### src/design/priority_task_scheduler_macros.svh
// Assertion macros for the priority task scheduler.
// Used by the top level only; expects signals named clock and reset in scope.
`ifndef PRIORITY_TASK_SCHEDULER_MACROS_SVH
`define PRIORITY_TASK_SCHEDULER_MACROS_SVH

// Consequent must hold in the same cycle as the antecedent.
`define PTS_ASSERT_SAME(label, ante, cons, msg) \
   label: assert property (@(posedge clock) disable iff (reset) (ante) |-> (cons)) \
      else $error(msg);

// Consequent must hold in the cycle after the antecedent.
`define PTS_ASSERT_NEXT(label, ante, cons, msg) \
   label: assert property (@(posedge clock) disable iff (reset) (ante) |=> (cons)) \
      else $error(msg);

`endif

### src/design/pts_pkg.sv
// Package for the priority task scheduler: widths, codes and shared structs.
// No dependencies; imported by the interfaces and every module.
`timescale 1ns / 1ps

package pts_pkg;

   localparam int SLOT_FIELD_W     = 4;
   localparam int STATE_W          = 3;
   localparam int PRIO_W           = 32;
   localparam int OP_W             = 3;
   localparam int ERR_W            = 2;
   localparam int DEF_NUM_SLOTS    = 16;
   localparam int MAX_ACTIVE_SLOTS = 16;

   localparam logic [PRIO_W-1:0] PRIO_ALL_ONES  = '1;
   localparam logic [PRIO_W-1:0] PRIO_IDLE_INIT = PRIO_ALL_ONES - PRIO_W'(1);

   localparam logic [STATE_W-1:0] ST_FREE  = STATE_W'(0);
   localparam logic [STATE_W-1:0] ST_READY = STATE_W'(2);
   localparam logic [STATE_W-1:0] ST_TICK  = STATE_W'(3);

   typedef enum logic [OP_W-1:0] {
      OP_TICK     = 3'd0,
      OP_UART_OUT = 3'd1,
      OP_UART_IN  = 3'd2,
      OP_BLOCK    = 3'd3,
      OP_EXIT     = 3'd4,
      OP_WAKE     = 3'd5,
      OP_CREATE   = 3'd6,
      OP_RESCHED  = 3'd7
   } op_type;

   typedef enum logic [ERR_W-1:0] {
      ERR_OK        = 2'd0,
      ERR_IDLE_EXIT = 2'd1,
      ERR_FULL      = 2'd2,
      ERR_NO_READY  = 2'd3
   } err_type;

   typedef struct packed {
      logic                    en;
      logic [SLOT_FIELD_W-1:0] slot;
   } tbl_rd_type;

   typedef struct packed {
      logic [STATE_W-1:0] state;
      logic [PRIO_W-1:0]  prio;
   } tbl_data_type;

   typedef struct packed {
      logic                    state_en;
      logic                    prio_en;
      logic [SLOT_FIELD_W-1:0] slot;
      logic [STATE_W-1:0]      state;
      logic [PRIO_W-1:0]       prio;
   } tbl_wr_type;

   typedef struct packed {
      logic                    clear;
      logic                    sample;
      logic [STATE_W-1:0]      match_state;
      logic [SLOT_FIELD_W-1:0] slot;
   } scan_ctl_type;

   typedef struct packed {
      logic                    min_found;
      logic [SLOT_FIELD_W-1:0] min_slot;
      logic                    first_found;
      logic [SLOT_FIELD_W-1:0] first_slot;
   } scan_res_type;

endpackage

### src/design/pts_req_if.sv
// Request channel of the priority task scheduler: valid/ready plus one operation.
// Depends on pts_pkg for field widths.
`timescale 1ns / 1ps

interface pts_req_if import pts_pkg::*; ();
   logic                    valid;
   logic                    ready;
   logic [OP_W-1:0]         operation;
   logic [SLOT_FIELD_W-1:0] target_slot;
   logic [STATE_W-1:0]      new_state;
   logic [PRIO_W-1:0]       new_priority;

   modport source (output valid, operation, target_slot, new_state, new_priority,
                   input ready);
   modport sink   (input valid, operation, target_slot, new_state, new_priority,
                   output ready);
endinterface

### src/design/pts_rsp_if.sv
// Response channel of the priority task scheduler: valid/ready plus one result.
// Depends on pts_pkg for field widths.
`timescale 1ns / 1ps

interface pts_rsp_if import pts_pkg::*; ();
   logic                    valid;
   logic                    ready;
   logic [SLOT_FIELD_W-1:0] running_slot;
   logic                    switched;
   logic [SLOT_FIELD_W-1:0] affected_slot;
   logic                    affected_valid;
   logic [ERR_W-1:0]        error_code;

   modport source (output valid, running_slot, switched, affected_slot,
                   affected_valid, error_code, input ready);
   modport sink   (input valid, running_slot, switched, affected_slot,
                   affected_valid, error_code, output ready);
endinterface

### src/design/pts_csr_if.sv
// Configuration write channel of the priority task scheduler (idle slot register).
// Depends on pts_pkg for the data width.
`timescale 1ns / 1ps

interface pts_csr_if import pts_pkg::*; ();
   logic                    valid;
   logic                    ready;
   logic [SLOT_FIELD_W-1:0] data;

   modport source (output valid, data, input ready);
   modport sink   (input valid, data, output ready);
endinterface

### src/design/pts_table.sv
// Task table: synchronous state and priority memories, one read and one write port.
// Depends on pts_pkg; per-entry valid bits supply the reset contents.
`timescale 1ns / 1ps

module pts_table import pts_pkg::*; #(
   parameter int SLOTS  = MAX_ACTIVE_SLOTS,
   parameter int SLOT_W = $clog2(MAX_ACTIVE_SLOTS)
) (
   input  logic         clock,
   input  logic         reset,
   input  tbl_rd_type   rd,
   output tbl_data_type rd_data,
   input  tbl_wr_type   wr
);

   logic [STATE_W-1:0] state_mem [SLOTS];
   logic [PRIO_W-1:0]  prio_mem  [SLOTS];
   logic [SLOTS-1:0]   state_valid_ff;
   logic [SLOTS-1:0]   prio_valid_ff;

   logic [STATE_W-1:0] rd_state_ff;
   logic [PRIO_W-1:0]  rd_prio_ff;
   logic               rd_state_valid_ff;
   logic               rd_prio_valid_ff;
   logic               rd_slot_zero_ff;

   logic [SLOT_W-1:0]  wr_addr;
   logic [SLOT_W-1:0]  rd_addr;

   assign wr_addr = wr.slot[SLOT_W-1:0];
   assign rd_addr = rd.slot[SLOT_W-1:0];

   always_ff @(posedge clock) begin
      if (wr.state_en) begin
         state_mem[wr_addr] <= wr.state;
      end
      if (wr.prio_en) begin
         prio_mem[wr_addr] <= wr.prio;
      end
      if (rd.en) begin
         rd_state_ff       <= state_mem[rd_addr];
         rd_prio_ff        <= prio_mem[rd_addr];
         rd_state_valid_ff <= state_valid_ff[rd_addr];
         rd_prio_valid_ff  <= prio_valid_ff[rd_addr];
         rd_slot_zero_ff   <= (rd_addr == '0);
      end
   end

   always_ff @(posedge clock) begin
      if (reset) begin
         state_valid_ff <= '0;
         prio_valid_ff  <= '0;
      end else begin
         if (wr.state_en) begin
            state_valid_ff[wr_addr] <= 1'b1;
         end
         if (wr.prio_en) begin
            prio_valid_ff[wr_addr] <= 1'b1;
         end
      end
   end

   // An entry never written reads as its reset contents: slot 0 is the ready
   // idle task, every other slot is free with an all-ones priority.
   always_comb begin
      rd_data.state = rd_state_valid_ff ? rd_state_ff :
                      (rd_slot_zero_ff ? ST_READY : ST_FREE);
      rd_data.prio  = rd_prio_valid_ff ? rd_prio_ff :
                      (rd_slot_zero_ff ? PRIO_IDLE_INIT : PRIO_ALL_ONES);
   end

endmodule

### src/design/pts_scan.sv
// Scan accumulator: minimum priority and first slot among entries in one state.
// Depends on pts_pkg; fed one table entry per cycle by the sequencer.
`timescale 1ns / 1ps

module pts_scan import pts_pkg::*; (
   input  logic         clock,
   input  logic         reset,
   input  scan_ctl_type ctl,
   input  tbl_data_type entry,
   output scan_res_type res
);

   logic [PRIO_W-1:0]       best_prio_ff;
   logic [SLOT_FIELD_W-1:0] best_slot_ff;
   logic                    first_found_ff;
   logic [SLOT_FIELD_W-1:0] first_slot_ff;
   logic                    is_match;

   assign is_match = ctl.sample && (entry.state == ctl.match_state);

   always_ff @(posedge clock) begin
      if (reset || ctl.clear) begin
         best_prio_ff   <= PRIO_ALL_ONES;
         best_slot_ff   <= '0;
         first_found_ff <= 1'b0;
         first_slot_ff  <= '0;
      end else begin
         // Strict compare keeps the lower slot on a tie and never picks all ones.
         if (is_match && (entry.prio < best_prio_ff)) begin
            best_prio_ff <= entry.prio;
            best_slot_ff <= ctl.slot;
         end
         if (is_match && !first_found_ff) begin
            first_found_ff <= 1'b1;
            first_slot_ff  <= ctl.slot;
         end
      end
   end

   assign res.min_found   = (best_prio_ff != PRIO_ALL_ONES);
   assign res.min_slot    = best_slot_ff;
   assign res.first_found = first_found_ff;
   assign res.first_slot  = first_slot_ff;

endmodule

### src/design/priority_task_scheduler.sv
// Priority task scheduler top level: request sequencer, table and scan unit.
// Depends on pts_pkg, the three channel interfaces, pts_table, pts_scan and the
// assertion macro header.
//
// Usage: one request on req_chan carries an operation (event, block, exit, wake,
// create or reschedule); exactly one response follows on rsp_chan with the running
// slot, a switch flag, the affected slot and an error code. csr_chan writes the
// idle slot register; it is always ready and should be written only while idle.
// Throughput: one request at a time. Each table scan walks the memory read port
// one slot per cycle over S = min(NUM_SLOTS, 16) active slots. Wake and a refused
// exit of the idle slot need no scan; block, exit, create (a refused create too)
// and reschedule need one scan; an event needs two, one for the waiter and then
// a reschedule. The response appears in the same cycle as the sequencer becomes
// ready for the next request.
// Reset: slot 0 holds the ready idle task, all other slots are free, the running
// slot and the idle slot register are 0; the table needs no clearing pass.
// Stalls: the response sits in an output register. A stalled receiver does not
// block the next request, which is taken and worked on, but that request waits in
// the final state, with req_chan.ready low, until the register drains.
`timescale 1ns / 1ps

`include "priority_task_scheduler_macros.svh"

module priority_task_scheduler import pts_pkg::*; #(
   parameter int NUM_SLOTS = DEF_NUM_SLOTS
) (
   input  logic      clock,
   input  logic      reset,
   pts_req_if.sink   req_chan,
   pts_rsp_if.source rsp_chan,
   pts_csr_if.sink   csr_chan
);

   // Only the first sixteen slots can be named by the 4-bit slot fields.
   localparam int ACTIVE_SLOTS = (NUM_SLOTS < MAX_ACTIVE_SLOTS) ? NUM_SLOTS
                                                               : MAX_ACTIVE_SLOTS;
   localparam int SLOT_W = (ACTIVE_SLOTS > 1) ? $clog2(ACTIVE_SLOTS) : 1;
   localparam int CNT_W  = $clog2(ACTIVE_SLOTS + 1);

   typedef enum logic [1:0] {
      S_IDLE,
      S_SCAN,
      S_DONE
   } fsm_type;

   fsm_type                 state_ff;
   op_type                  op_ff;
   logic [STATE_W-1:0]      new_state_ff;
   logic [PRIO_W-1:0]       new_prio_ff;
   logic [SLOT_W-1:0]       cur_ff;
   logic [SLOT_W-1:0]       before_ff;
   logic [SLOT_FIELD_W-1:0] idle_slot_ff;
   logic [CNT_W-1:0]        cnt_ff;
   logic                    rd_pend_ff;
   logic [SLOT_W-1:0]       rd_idx_ff;
   logic                    resched_ff;   // reschedule scan phase: pick the next task
   logic [STATE_W-1:0]      match_ff;
   logic [SLOT_FIELD_W-1:0] aff_slot_ff;
   logic                    aff_valid_ff;
   err_type                 err_ff;

   logic                    rsp_valid_ff;
   logic [SLOT_FIELD_W-1:0] rsp_running_ff;
   logic                    rsp_switched_ff;
   logic [SLOT_FIELD_W-1:0] rsp_aff_slot_ff;
   logic                    rsp_aff_valid_ff;
   err_type                 rsp_err_ff;

   logic         req_fire;
   logic         scan_done;
   logic         cur_is_idle;
   logic         tgt_in_range;
   op_type       req_op;
   tbl_rd_type   tbl_rd;
   tbl_data_type tbl_data;
   tbl_wr_type   tbl_wr;
   scan_ctl_type scan_ctl;
   scan_res_type scan_res;

   assign req_chan.ready = (state_ff == S_IDLE);
   assign req_fire       = req_chan.valid && req_chan.ready;
   assign req_op         = op_type'(req_chan.operation);
   assign cur_is_idle    = (SLOT_FIELD_W'(cur_ff) == idle_slot_ff);
   assign tgt_in_range   = ({1'b0, req_chan.target_slot} <
                            (SLOT_FIELD_W + 1)'(ACTIVE_SLOTS));

   // A scan has finished when every slot has been read and the last read sampled.
   assign scan_done = (state_ff == S_SCAN) && (cnt_ff == CNT_W'(ACTIVE_SLOTS)) &&
                      !rd_pend_ff;

   // Table reads are issued only while scanning, never in a cycle with a write.
   assign tbl_rd.en   = (state_ff == S_SCAN) && (cnt_ff < CNT_W'(ACTIVE_SLOTS));
   assign tbl_rd.slot = SLOT_FIELD_W'(cnt_ff);

   // Table writes: state updates at request acceptance, and the outcome of the
   // first scan (an event waiter made ready, or a new task in the first free slot).
   always_comb begin
      tbl_wr = '0;
      if (req_fire) begin
         case (req_op) inside
            OP_BLOCK: begin
               tbl_wr.state_en = 1'b1;
               tbl_wr.slot     = SLOT_FIELD_W'(cur_ff);
               tbl_wr.state    = req_chan.new_state;
            end
            OP_EXIT: begin
               tbl_wr.state_en = !cur_is_idle;
               tbl_wr.slot     = SLOT_FIELD_W'(cur_ff);
               tbl_wr.state    = ST_FREE;
            end
            OP_WAKE: begin
               tbl_wr.state_en = tgt_in_range;
               tbl_wr.slot     = req_chan.target_slot;
               tbl_wr.state    = ST_READY;
            end
            default: begin
            end
         endcase
      end
      if (scan_done && !resched_ff) begin
         case (op_ff) inside
            OP_TICK, OP_UART_OUT, OP_UART_IN: begin
               tbl_wr.state_en = scan_res.min_found;
               tbl_wr.slot     = scan_res.min_slot;
               tbl_wr.state    = ST_READY;
            end
            OP_CREATE: begin
               tbl_wr.state_en = scan_res.first_found;
               tbl_wr.prio_en  = scan_res.first_found;
               tbl_wr.slot     = scan_res.first_slot;
               tbl_wr.state    = new_state_ff;
               tbl_wr.prio     = new_prio_ff;
            end
            default: begin
            end
         endcase
      end
   end

   // The scan restarts on every accepted request and before the reschedule
   // that follows an event scan.
   always_comb begin
      scan_ctl.clear       = req_fire ||
                             (scan_done && !resched_ff &&
                              (op_ff == OP_TICK || op_ff == OP_UART_OUT ||
                               op_ff == OP_UART_IN));
      scan_ctl.sample      = rd_pend_ff;
      scan_ctl.match_state = match_ff;
      scan_ctl.slot        = SLOT_FIELD_W'(rd_idx_ff);
   end

   pts_table #(
      .SLOTS  (ACTIVE_SLOTS),
      .SLOT_W (SLOT_W)
   ) u_table (
      .clock   (clock),
      .reset   (reset),
      .rd      (tbl_rd),
      .rd_data (tbl_data),
      .wr      (tbl_wr)
   );

   pts_scan u_scan (
      .clock (clock),
      .reset (reset),
      .ctl   (scan_ctl),
      .entry (tbl_data),
      .res   (scan_res)
   );

   // Idle slot register; the channel never stalls.
   assign csr_chan.ready = 1'b1;

   always_ff @(posedge clock) begin
      if (reset) begin
         idle_slot_ff <= '0;
      end else if (csr_chan.valid) begin
         idle_slot_ff <= csr_chan.data;
      end
   end

   // Sequencer: holds the request, steps the scans and loads the response register.
   always_ff @(posedge clock) begin
      if (reset) begin
         state_ff     <= S_IDLE;
         cur_ff       <= '0;
         cnt_ff       <= '0;
         rd_pend_ff   <= 1'b0;
         resched_ff   <= 1'b0;
         rsp_valid_ff <= 1'b0;
      end else begin
         rd_pend_ff <= tbl_rd.en;
         rd_idx_ff  <= cnt_ff[SLOT_W-1:0];
         if (rsp_valid_ff && rsp_chan.ready) begin
            rsp_valid_ff <= 1'b0;
         end
         unique case (state_ff)
            S_IDLE: begin
               if (req_fire) begin
                  op_ff        <= req_op;
                  new_state_ff <= req_chan.new_state;
                  new_prio_ff  <= req_chan.new_priority;
                  before_ff    <= cur_ff;
                  aff_slot_ff  <= '0;
                  aff_valid_ff <= 1'b0;
                  err_ff       <= ERR_OK;
                  cnt_ff       <= '0;
                  resched_ff   <= 1'b1;
                  match_ff     <= ST_READY;
                  state_ff     <= S_SCAN;
                  case (req_op) inside
                     OP_TICK, OP_UART_OUT, OP_UART_IN: begin
                        resched_ff <= 1'b0;
                        match_ff   <= STATE_W'(ST_TICK + STATE_W'(req_op));
                     end
                     OP_EXIT: begin
                        if (cur_is_idle) begin
                           err_ff   <= ERR_IDLE_EXIT;
                           state_ff <= S_DONE;
                        end
                     end
                     OP_WAKE: begin
                        aff_slot_ff  <= tgt_in_range ? req_chan.target_slot : '0;
                        aff_valid_ff <= tgt_in_range;
                        state_ff     <= S_DONE;
                     end
                     OP_CREATE: begin
                        resched_ff <= 1'b0;
                        match_ff   <= ST_FREE;
                     end
                     default: begin
                     end
                  endcase
               end
            end
            S_SCAN: begin
               if (tbl_rd.en) begin
                  cnt_ff <= cnt_ff + CNT_W'(1);
               end
               if (scan_done) begin
                  if (resched_ff) begin
                     if (scan_res.min_found) begin
                        cur_ff <= scan_res.min_slot[SLOT_W-1:0];
                     end else begin
                        err_ff <= ERR_NO_READY;
                     end
                     state_ff <= S_DONE;
                  end else if (op_ff == OP_CREATE) begin
                     if (scan_res.first_found) begin
                        aff_slot_ff  <= scan_res.first_slot;
                        aff_valid_ff <= 1'b1;
                     end else begin
                        err_ff <= ERR_FULL;
                     end
                     state_ff <= S_DONE;
                  end else begin
                     // Event: the waiter (if any) was written ready this cycle;
                     // the reschedule scan starts reading on the next.
                     if (scan_res.min_found) begin
                        aff_slot_ff  <= scan_res.min_slot;
                        aff_valid_ff <= 1'b1;
                     end
                     resched_ff <= 1'b1;
                     match_ff   <= ST_READY;
                     cnt_ff     <= '0;
                  end
               end
            end
            S_DONE: begin
               if (!rsp_valid_ff || rsp_chan.ready) begin
                  rsp_valid_ff     <= 1'b1;
                  rsp_running_ff   <= SLOT_FIELD_W'(cur_ff);
                  rsp_switched_ff  <= (cur_ff != before_ff);
                  rsp_aff_slot_ff  <= aff_slot_ff;
                  rsp_aff_valid_ff <= aff_valid_ff;
                  rsp_err_ff       <= err_ff;
                  state_ff         <= S_IDLE;
               end
            end
            default: begin
               state_ff <= S_IDLE;
            end
         endcase
      end
   end

   assign rsp_chan.valid          = rsp_valid_ff;
   assign rsp_chan.running_slot   = rsp_running_ff;
   assign rsp_chan.switched       = rsp_switched_ff;
   assign rsp_chan.affected_slot  = rsp_aff_slot_ff;
   assign rsp_chan.affected_valid = rsp_aff_valid_ff;
   assign rsp_chan.error_code     = rsp_err_ff;

   // A request, once taken, moves the sequencer out of idle, so req_chan.ready drops behind it.
   `PTS_ASSERT_NEXT(a_busy_after_accept, req_fire, !req_chan.ready, "request accepted while busy")

   // Scan reads and table writes never share a cycle, so no read sees a stale entry.
   `PTS_ASSERT_SAME(a_no_rd_wr_overlap, tbl_rd.en, !(tbl_wr.state_en || tbl_wr.prio_en), "table read overlaps a write")

   // A refused idle exit changes nothing.
   `PTS_ASSERT_SAME(a_idle_exit_quiet, rsp_chan.valid && (rsp_chan.error_code == ERR_IDLE_EXIT), !rsp_chan.switched && !rsp_chan.affected_valid, "refused exit reported a change")

endmodule
### src/flat_wrapper.sv
// flat-port wrapper written by rule: the top's interface ports become plain ports
module priority_task_scheduler_flat import pts_pkg::*;
#(
   parameter int NUM_SLOTS = DEF_NUM_SLOTS
)
  (clock, reset, req_chan_valid, req_chan_operation, req_chan_target_slot, req_chan_new_state, req_chan_new_priority, req_chan_ready, rsp_chan_valid, rsp_chan_running_slot, rsp_chan_switched, rsp_chan_affected_slot, rsp_chan_affected_valid, rsp_chan_error_code, rsp_chan_ready, csr_chan_valid, csr_chan_data, csr_chan_ready);
  pts_req_if req_chan_i ();
  pts_rsp_if rsp_chan_i ();
  pts_csr_if csr_chan_i ();
  input  logic clock;
  input  logic reset;
  input wire logic [$bits(req_chan_i.valid)-1:0] req_chan_valid;
  input wire logic [$bits(req_chan_i.operation)-1:0] req_chan_operation;
  input wire logic [$bits(req_chan_i.target_slot)-1:0] req_chan_target_slot;
  input wire logic [$bits(req_chan_i.new_state)-1:0] req_chan_new_state;
  input wire logic [$bits(req_chan_i.new_priority)-1:0] req_chan_new_priority;
  output wire logic [$bits(req_chan_i.ready)-1:0] req_chan_ready;
  output wire logic [$bits(rsp_chan_i.valid)-1:0] rsp_chan_valid;
  output wire logic [$bits(rsp_chan_i.running_slot)-1:0] rsp_chan_running_slot;
  output wire logic [$bits(rsp_chan_i.switched)-1:0] rsp_chan_switched;
  output wire logic [$bits(rsp_chan_i.affected_slot)-1:0] rsp_chan_affected_slot;
  output wire logic [$bits(rsp_chan_i.affected_valid)-1:0] rsp_chan_affected_valid;
  output wire logic [$bits(rsp_chan_i.error_code)-1:0] rsp_chan_error_code;
  input wire logic [$bits(rsp_chan_i.ready)-1:0] rsp_chan_ready;
  input wire logic [$bits(csr_chan_i.valid)-1:0] csr_chan_valid;
  input wire logic [$bits(csr_chan_i.data)-1:0] csr_chan_data;
  output wire logic [$bits(csr_chan_i.ready)-1:0] csr_chan_ready;
  assign req_chan_i.valid = req_chan_valid;
  assign req_chan_i.operation = req_chan_operation;
  assign req_chan_i.target_slot = req_chan_target_slot;
  assign req_chan_i.new_state = req_chan_new_state;
  assign req_chan_i.new_priority = req_chan_new_priority;
  assign req_chan_ready = req_chan_i.ready;
  assign rsp_chan_valid = rsp_chan_i.valid;
  assign rsp_chan_running_slot = rsp_chan_i.running_slot;
  assign rsp_chan_switched = rsp_chan_i.switched;
  assign rsp_chan_affected_slot = rsp_chan_i.affected_slot;
  assign rsp_chan_affected_valid = rsp_chan_i.affected_valid;
  assign rsp_chan_error_code = rsp_chan_i.error_code;
  assign rsp_chan_i.ready = rsp_chan_ready;
  assign csr_chan_i.valid = csr_chan_valid;
  assign csr_chan_i.data = csr_chan_data;
  assign csr_chan_ready = csr_chan_i.ready;
  priority_task_scheduler #(.NUM_SLOTS(NUM_SLOTS)) u_core (.clock(clock), .reset(reset), .req_chan(req_chan_i), .rsp_chan(rsp_chan_i), .csr_chan(csr_chan_i));
endmodule
### config.mk
export PLATFORM = sky130hd
export DESIGN_NAME = priority_task_scheduler_flat
export DESIGN_NICKNAME = d
export VERILOG_FILES = /design/src/design/pts_pkg.sv /design/src/design/pts_req_if.sv /design/src/design/pts_rsp_if.sv /design/src/design/pts_csr_if.sv /design/src/design/pts_table.sv /design/src/design/pts_scan.sv /design/src/design/priority_task_scheduler.sv /design/src/flat_wrapper.sv
export VERILOG_INCLUDE_DIRS = /design/src /design/src/design
export SDC_FILE = /design/constraint.sdc
export NUM_CORES = 1
export LEC_CHECK = 0
export ABC_AREA = 1
export BUFFER_PORTS_ARGS = -buffer_cell sky130_fd_sc_hd__buf_2
export CORE_UTILIZATION = 25
export DETAILED_ROUTE_END_ITERATION = 6
export PLACE_DENSITY = 0.38
export SLEW_MARGIN = 0
export SYNTH_ARGS = -nofsm -noshare
export SYNTH_HDL_FRONTEND = slang
export SYNTH_SLANG_ARGS = --single-unit
### constraint.sdc
create_clock -name clock -period 3.6 [get_ports clock]
set_input_delay 0.36 -clock clock [delete_from_list [all_inputs] [get_ports clock]]
set_output_delay 0.36 -clock clock [all_outputs]
set_load 0.01 [all_outputs]
==> reports/results.ini, run 1 <==
[outcome]
status=completed

[global_routing]
grt_pass1_vias=20123
grt_first_pass_wirelength_um=134000
grt-ovfl-total=0
grt_max_degree=180
antenna_found_initial=1
track_usage=0.145

[logic_synthesis]
seq_area_frac_synth=0.711
synthesis.area_per_instance_um2=11.8
synth_edf_count=666
yosys_register_bits=757
synth_flop_cell=edfxtp_1
syn_nets=2691
synth_top_area_frac=0.652
synth_cell_type_count=47
yosysWarnings=0
synthArstFlopShare=0
yosys-top-cells-area=edfxtp_1, dfxtp_1, o21ai_0, nor2_1, nand2_1
synth_area_um2=30700
yosysTopAreaCell=edfxtp_1
synthCells=2602

[floorplan]
rows=128
die_h_um=352
initial_core_util=0.252
io_pins=66
dieArea_um2=124000
fp.dieW_um=352
core-area_um2=122000

[run]
cap_viol_max_count=0

[critical_path]
arrival_ns=3.50
crit_required_ns=3.89
end_kind=flip-flop
cp_max_fo=34
path_class=flip-flop to flip-flop
start_kind=flip-flop

[timing]
period_needed_ns=3.22
setup-violations-final=0
grt_setup_unrepaired=false
setup_tns_ns=0
fin_worst_skew_ns=0.0261
hold_violations=0
slew_violations=0
fin_crit_sh=0.893
tightest_slew_ns=1.07
fmax_mhz=311
slew-limit-headroom=0.286

[clock_network]
cts_root_buffer=clkbuf_16
cts_tree=done
cts_buffers=89
cts_setup_buffers=0
numClockSinks=757
cts_buffer_depth=3
clk_pin_slew_ns=0.06
post_cts_resized=0
htreeDepth=3
worstSkewPairLatency_ns=0.65

[route]
avgViaCountPerCell=4.56
drc=0
dr.pass1.iters=5
wirelength_um=91100
avgRoutedWirePerCell_um=20.6
vias=20096
ant_nets=0
initialDrtViolationCount=1402

[placed_design]
dp_hpwl_um=49800
routabilityCongestion=0.810
numPortBuffers=64

[worst_hold_path]
hp-class=primary input to flip-flop

[cells_and_area]
drive_gt1_frac=0.129
area_delta_synth_final_pct=18.6
nets=2805
n_fill_cell=12478
antennaDiodeCount=0
final_util=0.299

[power_and_ir_drop]
power.leakage_nw=11.7
powerDensity_nw_per_um2=596
ir_drop_v=0.000379

-- path summary, 6_finish.rpt --
path | startpoint | end | slack [ns] | cells past startpoint
worst min-delay path | csr_chan_valid | u_core.idle_slot_ff[0] | 0.05 | 3
worst min register to register | u_core.aff_valid_ff | u_core.rsp_chan.affected_valid | 0.42 | 0
worst max-delay path | u_core.state_ff[0] | u_core.u_table.prio_mem[0][14] | 0.38 | 8
worst max register to register | u_core.state_ff[0] | u_core.u_table.prio_mem[0][14] | 0.38 | 8
-- synthesized netlist by cell type, types with 3 or more instances --
master    instances
nor2_1          368
a21oi_2          11
a21oi_1          82
xnor2_1           9
nor2_4            3
buf_2             8
nand2_1         271
o22ai_1         142
dfxtp_1          91
ha_1             38
inv_1           192
nor2_2           10
a31oi_1           3
clkbuf_1        127
buf_1             9
edfxtp_1        666
or2_2            33
nand2_2          19
nand3_2           3
o21ai_0         329
inv_2             3
a211oi_1          3
nand3_1          94
nand4_1          53
nand3b_1          3
-- through the flow --
| step | instance area, um2 | power [W] | cells | worst slack, ns | hold slack [ns] |
|---|---|---|---|---|---|
| after floorplan | 30700 | 0.0121 | 2602 | 0.517 | 0.400 |
| after global placement | 33200 | 0.0132 | 4208 | 0.342 | 0.411 |
| after detailed placement | 33200 | 0.0133 | 4208 | 0.342 | 0.405 |
| after CTS | 36400 | 0.0220 | 4410 | 0.368 | 0.00451 |
| after global routing | 36400 | 0.0226 | 4410 | 0.0447 | 0.0442 |
| final | 36400 | 0.0217 | 4410 | 0.384 | 0.0504 |
-- cell families (layout without fill, tap and decap cells) --
family / after synthesis / after routing / share of synthesized area
other: 1 / 1 / 0.000122
buffers and inverters: 344 / 527 / 0.0430
AO/OA/AOI/OAI: 583 / 583 / 0.104
AND/OR/NAND/NOR: 868 / 868 / 0.123
flip-flops: 757 / 757 / 0.711
XOR/XNOR: 11 / 11 / 0.00314
adder cells (fa/ha/maj): 38 / 38 / 0.0155
-- flip-flops by register name, summed over array words and instances (netlist names), 5 cells and up --
name and cells:
u_core.u_table.prio_mem 512, u_core.u_table.state_mem 48, u_core.new_prio_ff 32, u_core.u_scan.best_prio_ff 32, u_core.u_table.rd_prio_ff 32, u_core.u_table.prio_valid_ff 16, u_core.u_table.state_valid_ff 16, u_core.cnt_ff 5
-- layout make-up --
cell class              instances  area, um2  area share
flip-flops and latches        757      21800       0.600
inverters                     197        749      0.0206
clock buffers                 119       2390      0.0657
well taps                    1625       2030      0.0559
clock inverters                41        374      0.0103
repair buffers                170       1420      0.0391
multi-input cells            1501       7600       0.209
-- cell usage in the layout, fill, tap and decap left out, types with 4 or more instances in the layout --
| cell type | Yosys | routed |
|---|---|---|
| nand4_1 | 53 | 53 |
| bufinv_16 | 0 | 6 |
| nand3_1 | 94 | 94 |
| nand2_2 | 19 | 20 |
| nor2_1 | 368 | 364 |
| dlygate4sd3_1 | 0 | 42 |
| o21ai_0 | 329 | 329 |
| buf_4 | 1 | 48 |
| ha_1 | 38 | 38 |
| dfxtp_1 | 91 | 89 |
| inv_1 | 192 | 175 |
| nand2_1 | 271 | 270 |
| inv_2 | 3 | 19 |
| clkbuf_16 | 0 | 90 |
| buf_2 | 8 | 64 |
| clkinv_1 | 2 | 17 |
| nor2_2 | 10 | 9 |
| clkbuf_1 | 127 | 26 |
| xnor2_1 | 9 | 9 |
| o22ai_1 | 142 | 142 |
| a21oi_2 | 11 | 11 |
| nor2_4 | 3 | 8 |
| or2_2 | 33 | 33 |
| edfxtp_1 | 666 | 666 |
| a21oi_1 | 82 | 82 |
| clkinv_2 | 0 | 13 |
| clkinvlp_4 | 0 | 4 |
| buf_12 | 0 | 16 |
-- critical path, stage by stage (launching register included) --
cell	delay (ns)
dfxtp_1	0.42
inv_2	0.11
nor2_8	0.22
nand2_2	0.09
nor3_2	0.51
buf_4	0.24
nand2_2	0.04
buf_4	0.34
nor2_1	0.85
-- layer usage --
metal | vias up | GRT usage | share of wire
met5 | - | 0 | 0
met4 | 0 | 0.0398 | 0.020
met3 | 109 | 0.0203 | 0.037
met2 | 416 | 0.241 | 0.47
met1 | 10089 | 0.197 | 0.47
li1 | 9482 | - | -
-- report_power, final --
group	internal, W	switching, W	leakage, nW	total (W)
registers	0.00977	0.000107	5.63	0.00988
clock network	0.00508	0.00357	1.34	0.00864
logic	0.000768	0.00240	4.70	0.00317
total	0.0156	0.00607	11.7	0.0217
-- repair_timing --
item                                    in CTS  in global routing
hold buffers                                42                  0
hold endpoints to repair                    42                  0
endpoints found under the setup margin       0                  0
Power figures use the tool's default switching activity.
==> run 2, diff against run 1 <==
--- a/config.mk
+++ b/config.mk
@@ -11,6 +11,8 @@
 export CORE_UTILIZATION = 25
 export DETAILED_ROUTE_END_ITERATION = 6
 export PLACE_DENSITY = 0.38
+export RECOVER_POWER = 50
+export SKIP_CTS_REPAIR_TIMING = 1
 export SLEW_MARGIN = 0
 export SYNTH_ARGS = -nofsm -noshare
 export SYNTH_HDL_FRONTEND = slang
==> reports/results.ini, run 2 (synthesized netlist as in run 1, its figures left out) <==
[floorplan]
core-area_um2=122000  ; unchanged
fp.dieW_um=352  ; unchanged
die_h_um=352  ; unchanged
rows=128  ; unchanged
io_pins=66  ; unchanged
initial_core_util=0.252  ; unchanged
dieArea_um2=124000  ; unchanged

[critical_path]
crit_chain=inv_1 > nor2_8 > nand2_1 > nor3_2 > o21ai_4 > nand2_2 > nand3_1 > nor2_4 > nand3_1 > inv_1 > clkbuf_2  ; was inv_2 > nor2_8 > nand2_2 > nor3_2 > buf_4 > nand2_2 > buf_4 > nor2_1
slowest_stage=clkbuf_2  ; was nor2_1
start_kind=flip-flop  ; unchanged
crit_required_ns=3.87  ; was 3.89 ns
crit_buf_inv=3  ; unchanged
end_kind=flip-flop  ; unchanged
cp_max_fo=17  ; was 34
arrival_ns=3.65  ; was 3.50 ns
cpLargestDelayFamily=simple AND/OR/NAND/NOR gates  ; unchanged
path_class=flip-flop to flip-flop  ; unchanged
slowest_delay_ns=0.61  ; was 0.85 ns

[cells_and_area]
area_delta_synth_final_pct=17.7  ; was 18.6%
final_common_cell=edfxtp_1  ; unchanged
n_fill_cell=12522  ; was 12478
reg_top3=u_core.u_table.prio_mem (512), u_core.u_table.state_mem (48)  ; unchanged
drive_gt1_frac=0.103  ; was 0.129
nets=2805  ; unchanged
layout_common_cells=edfxtp_1, nor2_1, o21ai_0, nand2_1, inv_1  ; unchanged
top_register=u_core.u_table.prio_mem  ; unchanged
largest_reg_flops=512  ; unchanged

[timing]
fmax_mhz=296  ; was 311 MHz
period_needed_ns=3.38  ; was 3.22 ns
fin_crit_sh=0.940  ; was 0.893
slew-limit-headroom=-0.447  ; was 0.286
slew_violations=291  ; was 0
hold_violations=0  ; unchanged
setup_tns_ns=0  ; unchanged
tightest_slew_ns=2.17  ; was 1.07 ns
setup-violations-final=0  ; unchanged
fin_worst_skew_ns=0.0260  ; was 0.0261 ns
grt_setup_unrepaired=false  ; unchanged

[power_and_ir_drop]
combPwrFrac=0.145  ; was 0.146
power_frac_seq=0.456  ; was 0.455
ir_drop_v=0.000372  ; was 0.000379 V
power.leakage_nw=11.5  ; was 11.7 nW
power.total_w=0.0217  ; about the same
p_sw_frac=0.280  ; about the same
clkPwrFrac=0.399  ; about the same
switchingPower_w=0.00606  ; was 0.00607 W
internal-power_w=0.0156  ; about the same
powerDensity_nw_per_um2=600  ; was 596 nW/um2

[global_routing]
track_usage=0.145  ; about the same
use_met3=0.0203  ; about the same
grt-busiest-layer=met2  ; unchanged
grt_max_degree=180  ; unchanged
grt_first_pass_wirelength_um=134000  ; about the same
grt-ovfl-total=0  ; unchanged
grt_use_met2=0.241  ; about the same
grt_pass1_vias=19963  ; was 20123
antenna_found_initial=1  ; unchanged
use_met1=0.197  ; about the same

[outcome]
failed_checks=capacitance limit, slew limit
status=complete, but fails checks  ; was completed

[route]
drc=0  ; unchanged
ant_nets=0  ; unchanged
avgViaCountPerCell=4.56  ; about the same
vias=20109  ; was 20096
dr.pass1.iters=5  ; unchanged
wirelength_um=91200  ; was 91100 um
initialDrtViolationCount=1422  ; was 1402
avgRoutedWirePerCell_um=20.7  ; was 20.6 um

[clock_network]
numClockSinks=757  ; unchanged
htreeDepth=3  ; unchanged
cts_buffers=89  ; unchanged
clk_pin_slew_ns=0.06  ; about the same
cts_buffer_depth=3  ; unchanged
worstSkewPairLatency_ns=0.65  ; about the same
cts_tree=done  ; unchanged
cts_root_buffer=clkbuf_16  ; unchanged

[run]
cap_viol_max_count=4  ; was 0

[placed_design]
numPortBuffers=64  ; unchanged
dp_hpwl_um=49800  ; unchanged
routabilityCongestion=0.810  ; unchanged

[worst_hold_path]
hp-class=primary input to flip-flop  ; unchanged

==> run 2: cell type report <==
class                   count  area (um2)  share of cell area
diodes                      1        2.50           0.0000693
multi-input cells        1501        7510               0.208
repair buffers            170        1240              0.0343
flip-flops and latches    757       21800               0.604
clock inverters            41         374              0.0104
inverters                 197         749              0.0208
clock buffers             119        2390              0.0662
well taps                1625        2030              0.0563
==> run 2: metal layers <==
layer / vias up / wire length (um)
met4: 0 / 1880
li1: 9478 / -
met2: 417 / 43100
met1: 10105 / 42800
met5: - / 0
met3: 109 / 3390
==> run 2: tightest hold or removal path: stages <==
cell and delay (ns):
buf_2 0.12, o21ai_0 0.09, nor2_1 0.08
==> run 2: stage by stage <==
stage	cell area, um2	util	hold slack [ns]	worst slack, ns	instances
finish	36100	0.297	0.0518	0.216	4411
global route	36100	0.297	0.0446	0.0258	4410
CTS	36000	0.296	-0.170	0.368	4368
detailed placement	33200	0.273	0.405	0.342	4208
global placement	33200	0.273	0.411	0.342	4208
floorplan	30700	-	0.400	0.517	2602
==> run 2: final timing paths <==
kind                                          to  cells after the start  slack (ns)                 from
hold / removal            u_core.idle_slot_ff[0]                      3        0.05       csr_chan_valid
hold reg to reg   u_core.rsp_chan.affected_valid                      0        0.42  u_core.aff_valid_ff
setup / recovery   u_core.u_table.prio_mem[3][8]                     11        0.22   u_core.state_ff[0]
setup reg to reg   u_core.u_table.prio_mem[3][8]                     11        0.22   u_core.state_ff[0]
==> run 2: power groups by stage <==
stage	registers [W]	logic, W	clock network [W]
3_3_place_gp	0.0101	0.00316	0
5_1_grt	0.00990	0.00350	0.00921
6_report	0.00988	0.00314	0.00864
3_5_place_dp	0.0101	0.00319	0
4_1_cts	0.00988	0.00320	0.00891
2_1_floorplan	0.0100	0.00206	0
==> run 3, diff against run 2 <==
--- a/config.mk
+++ b/config.mk
@@ -12,8 +12,10 @@
 export DETAILED_ROUTE_END_ITERATION = 6
 export PLACE_DENSITY = 0.38
 export RECOVER_POWER = 50
+export REMOVE_ABC_BUFFERS = 1
 export SKIP_CTS_REPAIR_TIMING = 1
 export SLEW_MARGIN = 0
 export SYNTH_ARGS = -nofsm -noshare
 export SYNTH_HDL_FRONTEND = slang
+export SYNTH_HIERARCHICAL = 1
 export SYNTH_SLANG_ARGS = --single-unit
==> reports/results.ini, run 3 <==
[outcome]
status=complete, but fails checks  ; unchanged
failed_checks=capacitance limit, slew limit  ; unchanged

[logic_synthesis]
synth_top_family_by_area=simple AND/OR/NAND/NOR gates  ; unchanged
yosys-top-cells-area=edfxtp_1, nand2_1, inv_1, nand3_1, dfxtp_1  ; was edfxtp_1, dfxtp_1, o21ai_0, nor2_1, nand2_1
synthCells=3500  ; was 2602
synth_mux_area_frac=0.000333  ; was 0
synthAdderAreaFrac=0.0141  ; was 0.0155
synth_cell_type_count=40  ; was 47
synth_top_area_frac=0.592  ; was 0.652
synth_area_um2=33800  ; was 30700 um2
synth_edf_count=666  ; unchanged
synth_compound_area_frac=0.0186  ; was 0.104
synthArstFlopShare=0  ; unchanged
synthesis.area_per_instance_um2=9.66  ; was 11.8 um2
yosysWarnings=6  ; was 0
seq_area_frac_synth=0.645  ; was 0.711
synth_flop_cell=edfxtp_1  ; unchanged
yosysMostFrequentCell=nand2_1  ; was edfxtp_1
yosys_register_bits=757  ; unchanged
synth_common_cells=nand2_1, inv_1, edfxtp_1  ; was edfxtp_1, nor2_1, o21ai_0
yosys.area_share.simple=0.212  ; was 0.123
synth-xor-area-share=0.00233  ; was 0.00314
yosysTopAreaCell=edfxtp_1  ; unchanged

[timing]
slew-limit-headroom=-0.384  ; was -0.447
slew_violations=63  ; was 291
fin_worst_skew_ns=0.0218  ; was 0.0260 ns
grt_setup_unrepaired=false  ; unchanged
setup-violations-final=0  ; unchanged
fin_crit_sh=0.873  ; was 0.940
hold_violations=0  ; unchanged
tightest_slew_ns=2.08  ; was 2.17 ns
fin_ws_ns=0.456  ; was 0.216 ns
period_needed_ns=3.14  ; was 3.38 ns
fmax_mhz=318  ; was 296 MHz
setup_tns_ns=0  ; unchanged

[clock_network]
cts_buffers=89  ; unchanged
cts_root_buffer=clkbuf_16  ; unchanged
numClockSinks=757  ; unchanged
worstSkewPairLatency_ns=0.68  ; was 0.65 ns
cts_buffer_depth=3  ; unchanged
htreeDepth=3  ; unchanged
clk_pin_slew_ns=0.06  ; about the same
cts_tree=done  ; unchanged

[power_and_ir_drop]
powerDensity_nw_per_um2=505  ; was 600 nW/um2
ir_drop_v=0.000326  ; was 0.000372 V
power.leakage_nw=17.7  ; was 11.5 nW

[route]
initialDrtViolationCount=1358  ; was 1422
avgRoutedWirePerCell_um=18.6  ; was 20.7 um
wirelength_um=102000  ; was 91200 um
avgViaCountPerCell=4.16  ; was 4.56
drc=0  ; unchanged
dr.pass1.iters=7  ; was 5
vias=22896  ; was 20109
ant_nets=0  ; unchanged

[worst_hold_path]
hp-class=primary input to flip-flop  ; unchanged
worstHoldStart=csr_chan_valid  ; unchanged

[placed_design]
routabilityCongestion=0.778  ; was 0.810
dp_hpwl_um=62200  ; was 49800 um
numPortBuffers=64  ; unchanged
post-place-ws_ns=0.641  ; was 0.342 ns

[critical_path]
start_kind=flip-flop  ; unchanged
crit_required_ns=3.92  ; was 3.87 ns
path_class=flip-flop to flip-flop  ; unchanged
arrival_ns=3.46  ; was 3.65 ns
cp_max_fo=17  ; unchanged
crit_top_cell=nor2_1
crit_chain=inv_1 > ha_1 > nand3_1 > nor2_1 > nand2_1 > clkbuf_1 > nor2_1 > clkbuf_2  ; was inv_1 > nor2_8 > nand2_1 > nor3_2 > o21ai_4 > nand2_2 > nand3_1 > nor2_4 > nand3_1 > inv_1 > clkbuf_2
slowest_stage=clkbuf_1  ; was clkbuf_2
startpoint=u_core/cnt_ff[0]  ; was u_core.state_ff[0]
end_kind=flip-flop  ; unchanged
slowest_delay_ns=1.11  ; was 0.61 ns
r2r_start=u_core/cnt_ff[0]  ; was u_core.state_ff[0]

[floorplan]
fp.dieW_um=370  ; was 352 um
io_pins=66  ; unchanged
dieArea_um2=137000  ; was 124000 um2
initial_core_util=0.253  ; was 0.252
core-area_um2=134000  ; was 122000 um2
rows=134  ; was 128
die_h_um=370  ; was 352 um

[cells_and_area]
nets=3747  ; was 2805
area_delta_synth_final_pct=17.4  ; was 17.7%
final_common_cell=nand2_1  ; was edfxtp_1
final_util=0.297  ; about the same
layout_common_cells=nand2_1, inv_1, edfxtp_1, nand3_1  ; was edfxtp_1, nor2_1, o21ai_0, nand2_1, inv_1
top_register=u_core/u_table/prio_mem  ; was u_core.u_table.prio_mem
reg_top3=u_core/u_table/prio_mem (512), u_core/u_table/state_mem (48)  ; was u_core.u_table.prio_mem (512), u_core.u_table.state_mem (48)
largest_reg_flops=512  ; unchanged
drive_gt1_frac=0.0820  ; was 0.103

[global_routing]
antenna_found_initial=3  ; was 1
grt_pass1_vias=22383  ; was 19963
grt_first_pass_wirelength_um=152000  ; was 134000 um
grt-ovfl-total=0  ; unchanged
grt_max_degree=132  ; was 180
track_usage=0.150  ; was 0.145

[run]
cap_viol_max_count=2  ; was 4

## run 3: cell types whose count changed in the layout (fill, tap and decap cells not counted), sizes merged, moves of 9 or more
cell / previous run / this run
a21oi: 93 / 76
buf: 78 / 115
clkbuf: 169 / 178
inv: 192 / 728
nand2: 290 / 1112
nand3: 97 / 472
nand4: 53 / 12
nor2: 382 / 89
o211ai: 1 / 11
o21ai: 330 / 26
o22ai: 142 / 0
or2: 33 / 0
## run 3: report_power, final
part | leakage [nW] | total [W] | internal, W | switching, W
combinational | 10.6 | 0.00158 | 0.000433 | 0.00115
sequential | 5.75 | 0.00975 | 0.00965 | 0.0000951
clock | 1.34 | 0.00869 | 0.00488 | 0.00381
total | 17.7 | 0.0200 | 0.0150 | 0.00505
## run 3: kinds of logic after synthesis
| group | Yosys count |
|---|---|
| AOI/OAI and AO/OA | 117 |
| xor gates and xnor gates | 9 |
| adders and majority gates | 38 |
| buffers and inverters | 879 |
| DFF | 757 |
| muxes | 1 |
| other | 1 |
| and+or+nand+nor | 1698 |
## run 3: through the flow
stage | total power (W) | instance area (um2) | hold slack [ns] | instances
6_report | 0.0200 | 39700 | 0.0206 | 5500
3_5_place_dp | 0.0115 | 36700 | 0.413 | 5288
5_1_grt | 0.0209 | 39700 | 0.0230 | 5498
3_3_place_gp | 0.0116 | 36700 | 0.413 | 5288
2_1_floorplan | 0.0108 | 32900 | 0.400 | 3347
4_1_cts | 0.0204 | 39400 | -0.214 | 5451
## run 3: metal layers
metal | part of all wire | global-route usage | up-vias | wire length [um]
met2 | 0.47 | 0.245 | 294 | 47800
met4 | 0.018 | 0.0340 | 0 | 1860
met5 | 0 | 0 | - | 0
met1 | 0.48 | 0.208 | 11049 | 49300
met3 | 0.030 | 0.0222 | 117 | 3060
li1 | - | - | 11436 | -
## run 3: layout make-up
class | count | area (um2)
Inverter | 726 | 2740
Antenna cell | 2 | 5.00
Sequential cell | 757 | 21800
Tap cell | 1768 | 2210
Fill cell | 14144 | 94100
Clock inverter | 43 | 364
Multi-Input combinational cell | 1864 | 8380
Clock buffer | 120 | 2380
Timing Repair Buffer | 220 | 1790
## run 3: critical path, delay by kind of cell (launching register included)
family | cells | cell delay [ns]
buffers and inverters | 3 | 1.54
AND/OR/NAND/NOR | 4 | 0.64
flip-flops | 1 | 0.37
adder cells (fa/ha/maj) | 1 | 0.19
## run 3: worst paths after layout
check	endpoint	slack (ns)	depth (start not counted)
setup / recovery	u_core/u_table/prio_mem[12][22]	0.46	8
hold reg to reg	u_core/rsp_chan.error_code[0]	0.43	0
setup reg to reg	u_core/u_table/prio_mem[12][22]	0.46	8
hold / removal	u_core/idle_slot_ff[0]	0.02	3
